`src/rtl/pid_controller_inc_pos_core_defines.svh`:
```
// Assertion macros shared by the PID controller RTL.
`ifndef PID_CONTROLLER_INC_POS_CORE_DEFINES_SVH
`define PID_CONTROLLER_INC_POS_CORE_DEFINES_SVH

`ifndef SYNTH
// The consequent must hold in the same cycle as the antecedent.
`define PIDIP_ASSERT_SAME(lbl, ck, rs, ante, cons) \
  lbl: assert property (@(posedge ck) disable iff (rs) (ante) |-> (cons)) \
    else $error("pid controller check failed");
// The consequent must hold in the cycle after the antecedent.
`define PIDIP_ASSERT_NEXT(lbl, ck, rs, ante, cons) \
  lbl: assert property (@(posedge ck) disable iff (rs) (ante) |=> (cons)) \
    else $error("pid controller check failed");
`else
`define PIDIP_ASSERT_SAME(lbl, ck, rs, ante, cons)
`define PIDIP_ASSERT_NEXT(lbl, ck, rs, ante, cons)
`endif

`endif

```
`src/rtl/pidip_pkg.sv`:
```
// Types and constants of the PID controller.
package pidip_pkg;

  localparam int GAIN_W      = 16;
  localparam int OUT_LIMIT_W = 15;
  localparam int ILIM_W      = 20;
  localparam int INTEG_W     = ILIM_W + 1;
  localparam int ACC_FRAC    = 8;
  localparam int ACC_W       = OUT_LIMIT_W + ACC_FRAC + 2;
  localparam int DRIVE_W     = 16;
  localparam int CFG_IDX_W   = 3;
  localparam int CFG_DATA_W  = ILIM_W;

  localparam logic [CFG_IDX_W-1:0] REG_MODE      = 3'd0;
  localparam logic [CFG_IDX_W-1:0] REG_KP_GAIN   = 3'd1;
  localparam logic [CFG_IDX_W-1:0] REG_KI_GAIN   = 3'd2;
  localparam logic [CFG_IDX_W-1:0] REG_KD_GAIN   = 3'd3;
  localparam logic [CFG_IDX_W-1:0] REG_OUT_LIMIT = 3'd4;
  localparam logic [CFG_IDX_W-1:0] REG_INT_LIMIT = 3'd5;

  localparam logic MODE_INCREMENTAL = 1'b0;
  localparam logic MODE_POSITIONAL  = 1'b1;

  localparam logic [GAIN_W-1:0]      RST_KP_GAIN   = 16'd3840;
  localparam logic [GAIN_W-1:0]      RST_KI_GAIN   = 16'd128;
  localparam logic [GAIN_W-1:0]      RST_KD_GAIN   = 16'd128;
  localparam logic [OUT_LIMIT_W-1:0] RST_OUT_LIMIT = 15'd16384;
  localparam logic [ILIM_W-1:0]      RST_INT_LIMIT = 20'd5000;

  typedef struct packed {
    logic                   mode;
    logic [GAIN_W-1:0]      kp_gain;
    logic [GAIN_W-1:0]      ki_gain;
    logic [GAIN_W-1:0]      kd_gain;
    logic [OUT_LIMIT_W-1:0] out_limit;
    logic [ILIM_W-1:0]      integral_limit;
  } cfg_t;

endpackage

```
`src/rtl/pidip_cfg_regs.sv`:
```
// Configuration register file of the PID controller.
module pidip_cfg_regs
  import pidip_pkg::*;
(
  input  logic                  clk,
  input  logic                  rst,
  input  logic                  cfg_valid,
  output logic                  cfg_ready,
  input  logic [CFG_IDX_W-1:0]  cfg_index,
  input  logic [CFG_DATA_W-1:0] cfg_data,
  output cfg_t                  cfg
);

  assign cfg_ready = 1'b1;

  always_ff @(posedge clk) begin
    if (rst) begin
      cfg.mode           <= MODE_INCREMENTAL;
      cfg.kp_gain        <= RST_KP_GAIN;
      cfg.ki_gain        <= RST_KI_GAIN;
      cfg.kd_gain        <= RST_KD_GAIN;
      cfg.out_limit      <= RST_OUT_LIMIT;
      cfg.integral_limit <= RST_INT_LIMIT;
    end else if (cfg_valid && cfg_ready) begin
      case (cfg_index)
        REG_MODE:      cfg.mode           <= cfg_data[0];
        REG_KP_GAIN:   cfg.kp_gain        <= cfg_data[GAIN_W-1:0];
        REG_KI_GAIN:   cfg.ki_gain        <= cfg_data[GAIN_W-1:0];
        REG_KD_GAIN:   cfg.kd_gain        <= cfg_data[GAIN_W-1:0];
        REG_OUT_LIMIT: cfg.out_limit      <= cfg_data[OUT_LIMIT_W-1:0];
        REG_INT_LIMIT: cfg.integral_limit <= cfg_data[ILIM_W-1:0];
        default: begin
        end
      endcase
    end
  end

endmodule

```
`src/rtl/pidip_datapath.sv`:
```
// Control law arithmetic and controller state of the PID controller.
module pidip_datapath
  import pidip_pkg::*;
#(
  parameter int DATA_WIDTH     = 16,
  parameter int GAIN_FRAC_BITS = 8
) (
  input  logic                  clk,
  input  logic                  rst,
  input  logic                  adv,
  input  logic [DATA_WIDTH-1:0] setpoint_q,
  input  logic [DATA_WIDTH-1:0] feedback_q,
  input  cfg_t                  cfg,
  output logic [DRIVE_W-1:0]    res_drive,
  output logic                  res_sat
);

  localparam int EW  = DATA_WIDTH + 1;
  localparam int D1W = DATA_WIDTH + 2;
  localparam int D2W = DATA_WIDTH + 3;
  localparam int OPW = (D2W > INTEG_W) ? D2W : INTEG_W;
  localparam int IRW = ((EW > INTEG_W) ? EW : INTEG_W) + 1;
  localparam int PW  = GAIN_W + 1 + OPW;
  localparam int SW  = PW + 2;
  localparam int AW  = SW + ACC_FRAC + 2;

  logic signed [EW-1:0]      err_last;
  logic signed [EW-1:0]      err_before_last;
  logic signed [D1W-1:0]     delta_last;
  logic signed [INTEG_W-1:0] integral_sum;
  logic signed [ACC_W-1:0]   output_accum;

  logic signed [EW-1:0]      e0;
  logic signed [D1W-1:0]     d0;
  logic signed [D2W-1:0]     dd;
  logic signed [D2W-1:0]     d2;
  logic signed [IRW-1:0]     integ_raw;
  logic signed [IRW-1:0]     integ_lim;
  logic signed [INTEG_W-1:0] integ;
  logic signed [OPW-1:0]     op_p;
  logic signed [OPW-1:0]     op_i;
  logic signed [OPW-1:0]     op_d;
  logic signed [GAIN_W:0]    kp_s;
  logic signed [GAIN_W:0]    ki_s;
  logic signed [GAIN_W:0]    kd_s;
  logic signed [PW-1:0]      prod_p;
  logic signed [PW-1:0]      prod_i;
  logic signed [PW-1:0]      prod_d;
  logic signed [PW-1:0]      ilim;
  logic signed [PW-1:0]      term_i;
  logic signed [SW-1:0]      sum;
  logic signed [AW-1:0]      sum_acc;
  logic signed [AW-1:0]      acc_pre;
  logic signed [AW-1:0]      olim;
  logic signed [AW-1:0]      acc;
  logic                      incr;

  assign incr = (cfg.mode == MODE_INCREMENTAL);

  always_comb begin
    e0 = EW'($signed(setpoint_q)) - EW'($signed(feedback_q));
    d0 = D1W'(e0) - D1W'(err_last);
    dd = D2W'(d0) - D2W'(delta_last);
    d2 = D2W'(e0) - (D2W'(err_last) <<< 1) + D2W'(err_before_last);

    integ_raw = IRW'(integral_sum) + IRW'(e0);
    integ_lim = IRW'(cfg.integral_limit);
    if (integ_raw > integ_lim) begin
      integ = INTEG_W'(integ_lim);
    end else if (integ_raw < -integ_lim) begin
      integ = INTEG_W'(-integ_lim);
    end else begin
      integ = INTEG_W'(integ_raw);
    end

    op_p = incr ? OPW'(d0) : OPW'(e0);
    op_i = incr ? OPW'(e0) : OPW'(integ);
    op_d = incr ? OPW'(dd) : OPW'(d2);

    kp_s = $signed({1'b0, cfg.kp_gain});
    ki_s = $signed({1'b0, cfg.ki_gain});
    kd_s = $signed({1'b0, cfg.kd_gain});

    prod_p = PW'(kp_s) * PW'(op_p);
    prod_i = PW'(ki_s) * PW'(op_i);
    prod_d = PW'(kd_s) * PW'(op_d);

    ilim = PW'(cfg.integral_limit) <<< GAIN_FRAC_BITS;
    term_i = prod_i;
    if (incr) begin
      if (prod_i > ilim) begin
        term_i = ilim;
      end else if (prod_i < -ilim) begin
        term_i = -ilim;
      end
    end

    sum = SW'(prod_p) + SW'(term_i) + SW'(prod_d);
  end

  generate
    if (GAIN_FRAC_BITS > ACC_FRAC) begin : g_shr
      assign sum_acc = AW'(sum >>> (GAIN_FRAC_BITS - ACC_FRAC));
    end else begin : g_shl
      assign sum_acc = AW'(sum) <<< (ACC_FRAC - GAIN_FRAC_BITS);
    end
  endgenerate

  always_comb begin
    acc_pre = incr ? (AW'(output_accum) + sum_acc) : sum_acc;
    olim    = AW'(cfg.out_limit) <<< ACC_FRAC;
    res_sat = 1'b0;
    if (acc_pre > olim) begin
      acc     = olim;
      res_sat = 1'b1;
    end else if (acc_pre < -olim) begin
      acc     = -olim;
      res_sat = 1'b1;
    end else begin
      acc = acc_pre;
    end
    res_drive = acc[ACC_FRAC +: DRIVE_W];
  end

  always_ff @(posedge clk) begin
    if (rst) begin
      err_last        <= '0;
      err_before_last <= '0;
      delta_last      <= '0;
      integral_sum    <= '0;
      output_accum    <= '0;
    end else if (adv) begin
      err_last        <= e0;
      err_before_last <= err_last;
      delta_last      <= d0;
      output_accum    <= ACC_W'(acc);
      if (!incr) begin
        integral_sum <= integ;
      end
    end
  end

endmodule

```
`src/rtl/pid_controller_inc_pos_core.sv`:
```
// An accepted input is held in the input register; its result enters the result
// register when the item advances, which a held result can delay.
// Throughput: one item per cycle, set by one combinational pass of the control law
// between the input register and the result register; a held result stalls the input.
// Reset clears the controller state and both valid flags, and restores the
// configuration registers to their documented values.
`include "pid_controller_inc_pos_core_defines.svh"

module pid_controller_inc_pos_core
  import pidip_pkg::*;
#(
  parameter int DATA_WIDTH     = 16,
  parameter int GAIN_FRAC_BITS = 8
) (
  input  logic                  clk,
  input  logic                  rst,
  input  logic                  in_valid,
  output logic                  in_stall,
  input  logic [DATA_WIDTH-1:0] setpoint,
  input  logic [DATA_WIDTH-1:0] feedback,
  output logic                  out_valid,
  input  logic                  out_stall,
  output logic [DRIVE_W-1:0]    drive,
  output logic                  saturated,
  input  logic                  cfg_valid,
  output logic                  cfg_ready,
  input  logic [CFG_IDX_W-1:0]  cfg_index,
  input  logic [CFG_DATA_W-1:0] cfg_data
);

  cfg_t                  cfg;
  logic                  in_full;
  logic [DATA_WIDTH-1:0] setpoint_q;
  logic [DATA_WIDTH-1:0] feedback_q;
  logic                  adv;
  logic                  in_take;
  logic [DRIVE_W-1:0]    res_drive;
  logic                  res_sat;

  assign adv      = in_full && (!out_valid || !out_stall);
  assign in_stall = in_full && !adv;
  assign in_take  = in_valid && !in_stall;

  pidip_cfg_regs u_cfg_regs (
    .clk       (clk),
    .rst       (rst),
    .cfg_valid (cfg_valid),
    .cfg_ready (cfg_ready),
    .cfg_index (cfg_index),
    .cfg_data  (cfg_data),
    .cfg       (cfg)
  );

  pidip_datapath #(
    .DATA_WIDTH     (DATA_WIDTH),
    .GAIN_FRAC_BITS (GAIN_FRAC_BITS)
  ) u_datapath (
    .clk        (clk),
    .rst        (rst),
    .adv        (adv),
    .setpoint_q (setpoint_q),
    .feedback_q (feedback_q),
    .cfg        (cfg),
    .res_drive  (res_drive),
    .res_sat    (res_sat)
  );

  always_ff @(posedge clk) begin
    if (rst) begin
      in_full <= 1'b0;
    end else if (in_take) begin
      in_full <= 1'b1;
    end else if (adv) begin
      in_full <= 1'b0;
    end
  end

  always_ff @(posedge clk) begin
    if (in_take) begin
      setpoint_q <= setpoint;
      feedback_q <= feedback;
    end
  end

  always_ff @(posedge clk) begin
    if (rst) begin
      out_valid <= 1'b0;
    end else if (adv) begin
      out_valid <= 1'b1;
    end else if (!out_stall) begin
      out_valid <= 1'b0;
    end
  end

  always_ff @(posedge clk) begin
    if (adv) begin
      drive     <= res_drive;
      saturated <= res_sat;
    end
  end

  `PIDIP_ASSERT_SAME(a_stall_needs_item, clk, rst, in_stall, in_full)
  `PIDIP_ASSERT_NEXT(a_adv_gives_result, clk, rst, adv, out_valid)
  `PIDIP_ASSERT_NEXT(a_blocked_item_kept, clk, rst, in_full && out_valid && out_stall, in_full)

endmodule
```
`config.mk`:
```
export PLATFORM = sky130hd
export DESIGN_NAME = pid_controller_inc_pos_core
export DESIGN_NICKNAME = d
export VERILOG_FILES = /design/src/rtl/pidip_pkg.sv /design/src/rtl/pidip_cfg_regs.sv /design/src/rtl/pidip_datapath.sv /design/src/rtl/pid_controller_inc_pos_core.sv
export VERILOG_INCLUDE_DIRS = /design/src /design/src/rtl
export SDC_FILE = /design/constraint.sdc
export NUM_CORES = 2
export LEC_CHECK = 0
export BUFFER_PORTS_ARGS = -buffer_cell sky130_fd_sc_hd__buf_2
export CAP_MARGIN = 20
export CELL_PAD_IN_SITES_DETAIL_PLACEMENT = 1
export CELL_PAD_IN_SITES_GLOBAL_PLACEMENT = 1
export CORE_UTILIZATION = 47
export CTS_BUF_LIST = sky130_fd_sc_hd__clkbuf_4
export DETAILED_ROUTE_END_ITERATION = 12
export HOLD_SLACK_MARGIN = 0.15
export PLACE_DENSITY = 0.74
export SLEW_MARGIN = 5
export SYNTH_ARGS = -nofsm -noshare
export SYNTH_HDL_FRONTEND = slang
export SYNTH_SLANG_ARGS = --single-unit
```
`constraint.sdc`:
```
create_clock -name clk -period 45.7 [get_ports clk]
set_input_delay 4.57 -clock clk [delete_from_list [all_inputs] [get_ports clk]]
set_output_delay 4.57 -clock clk [all_outputs]
set_load 0.02 [all_outputs]
```
==> flow_summary.toml <==
[global_routing]
grt_pass1_vias = 54418
antenna_found_initial = 7
grt_max_degree = 85
grt_usage_pct = 33.6
grt_overflow_total = 0
grt_pass1_wl_um = 327000

[routing]
vias_per_cell = 5.70
dr.pass1.iters = 5
drtIter0Drc = 3328
detail-route-antenna-nets = 0
drt_wl_total_um = 208000
wl_per_cell_um = 23.9
via_count = 49668
drcViolationCount = 0

[placement]
portBuffers = 78
place.gp.congestion = 0.994
dp_hpwl_um = 173000

[cells_and_area]
multiInputGateArea_um2 = 48300
layout-drive-gt1-share_pct = 5.37
nFillCells = 14990
ff_latch_area_um2 = 5160
nNetsFinal = 8690
syn2layout_area_growth_pct = 5.36

[clock_network]
clkTransAtPathRegs_ns = 0.08
cts_tree = "built"
htreeDepth = 3
cts_sinks = 233
cts-root-buf = "clkbuf_4"
cts_hold_buf = 0
clk_path_buf_depth = 3
clkLatencyLatePin_ns = 0.96
cts_setup_buffers = 0
cts_resized = 0
cts_buffers = 74

[die]
core_um2 = 126000
initial_core_util_pct = 47.4
die_height_um = 358
fp.dieW_um = 358
placementRows = 130
io-pin-count = 80
dieArea_um2 = 128000

[logic_synthesis]
synth_flop_cell = "dfxtp_1"
synth_cell_type_count = 98
synthArstFlopShare_pct = 0
syn_nets = 8741
avgSynthCellArea_um2 = 8.46
yosys_warnings = 0
syn_inst = 7050
ys_seq_elements = 233
synth_edf_count = 49
ys_seq_area_share_pct = 8.64
syn-cell-area_um2 = 59700

[min_path]
hold_class = "flip-flop to flip-flop"

[timing]
finClkSkew_ns = 0.0793
rsz0062_at_grt = "no"
timing.final.crit_share_pct = 66.3
fmax_mhz = 33.0
finalSetupTns_ns = 0
hold_viol = 0
drv_slew = 0
slew_headroom_pct = 17.7
tightest_slew_ns = 1.22
setup_viol = 0
post-route-min-period_ns = 30.32

[critical_path]
worstPathArrival_ns = 31.15
cp-end-kind = "flip-flop"
crit_slowest_cell = "o21ai_2"
critical_path_peak_fanout = 20
critical_path.startpoint_type = "flip-flop"
worstPathRequired_ns = 46.53
critPathKind = "flip-flop to flip-flop"
cpMostUsedCell = "fa_1"
slowest_delay_ns = 0.89

[outcome]
outcome = "finished clean"

[flow_run]
cap_violations = 0
kinds of logic after synthesis:
group,after synthesis,synth area share [%]
AND/OR/NAND/NOR,2183,17.4
buffers and inverters,1690,10.7
adder cells (fa/ha/maj),1631,48.1
AO/OA/AOI/OAI,1089,11.7
flip-flops,233,8.64
XOR/XNOR,169,2.48
multiplexers,54,0.950
other,1,0.00629
metal layers:
| layer | GRT usage, % | vias to the layer above | wire length [um] |
|---|---|---|---|
| met2 | 54.7 | 1409 | 97600 |
| met1 | 46.1 | 25786 | 90800 |
| li1 | - | 22164 | - |
| met4 | 9.20 | 2 | 5790 |
| met3 | 5.69 | 307 | 13900 |
| met5 | 0 | - | 13 |
worst paths after layout:
path         slack [ns]                     endpoint                      from  depth (start not counted)
max               15.38  u_datapath.output_accum[17]             setpoint_q[0]                        109
min                0.45     u_datapath.delta_last[5]  u_datapath.delta_last[5]                          2
max reg2reg       15.38  u_datapath.output_accum[17]             setpoint_q[0]                        109
min reg2reg        0.45     u_datapath.delta_last[5]  u_datapath.delta_last[5]                          2
layout make-up:
type / count / area share, %
clock buffers: 105 / 1.25
flip-flops and latches: 233 / 8.21
clock inverters: 25 / 0.249
diodes: 5 / 0.0199
well taps: 1650 / 3.28
inverters: 1387 / 8.29
multi-input cells: 5127 / 76.8
repair buffers: 176 / 1.90
worst max-delay path: cells and delay by family, from the launching register on:
kind	cells	cell delay, ns
compound gates	43	9.89
xor+xnor	2	0.65
fa+ha+maj	22	10.14
buf+inv	15	2.00
flops	1	0.38
mux	4	1.40
simple gates	23	5.65
sequential cells by signal, summed over array words and instances, names as in the netlist:
register / count
out_valid: 1
u_datapath.err_before_last: 17
u_datapath.integral_sum: 21
feedback_q: 16
in_full: 1
u_cfg_regs.cfg: 84
u_datapath.err_last: 17
drive: 16
u_datapath.output_accum: 25
u_datapath.delta_last: 18
saturated: 1
setpoint_q: 16
cell usage after synthesis, types with 49 or more instances:
cell type     n  area (um^2)
a21o_1       79          593
a21oi_1     357         1790
and2_1      416         2600
clkbuf_1    278         1040
dfxtp_1     184         3680
edfxtp_1     49         1470
fa_1       1101        22000
ha_1        530         6630
inv_1      1385         5200
nand2_1    1015         3810
nand3_1      58          290
nand4_1      52          325
nor2_1      287         1080
nor2b_1      50          313
nor3_1       91          455
o21a_1       73          548
o21ai_0     186          931
xnor2_1     117         1020
xor2_1       52          455
cells in the final DEF, fill, tap and decap left out, types with 48 or more instances in the layout:
master and n:
clkbuf_4 105, xor2_1 51, dfxtp_1 183, edfxtp_1 49
a21oi_1 351, o21a_1 73, nand3_1 58, nand4_1 52
xnor2_1 117, a211oi_1 48, nand2_1 1014, buf_2 78
nor2_1 286, buf_4 92, nor3_1 90, o21ai_0 177
nor2b_1 49, fa_1 1101, a21o_1 79, inv_1 1383
ha_1 530, and2_1 416
stage by stage:
stage | hold slack (ns) | util [%] | std cells | worst slack (ns) | instance area, um^2
final | 0.454 | 50.0 | 8708 | 15.38 | 62900
after global routing | 0.479 | 50.0 | 8706 | 13.65 | 62800
after CTS | 0.456 | 49.9 | 8698 | 14.80 | 62800
after detailed placement | 0.447 | 49.2 | 8568 | 14.99 | 61800
after global placement | 0.442 | 49.2 | 8567 | 15.93 | 61800
after floorplan | 0.432 | - | 7050 | 20.39 | 59700
Power is left out: the tool's default activity adds up to more than one toggle a clock period on the data nets, which glitch-free logic cannot reach.
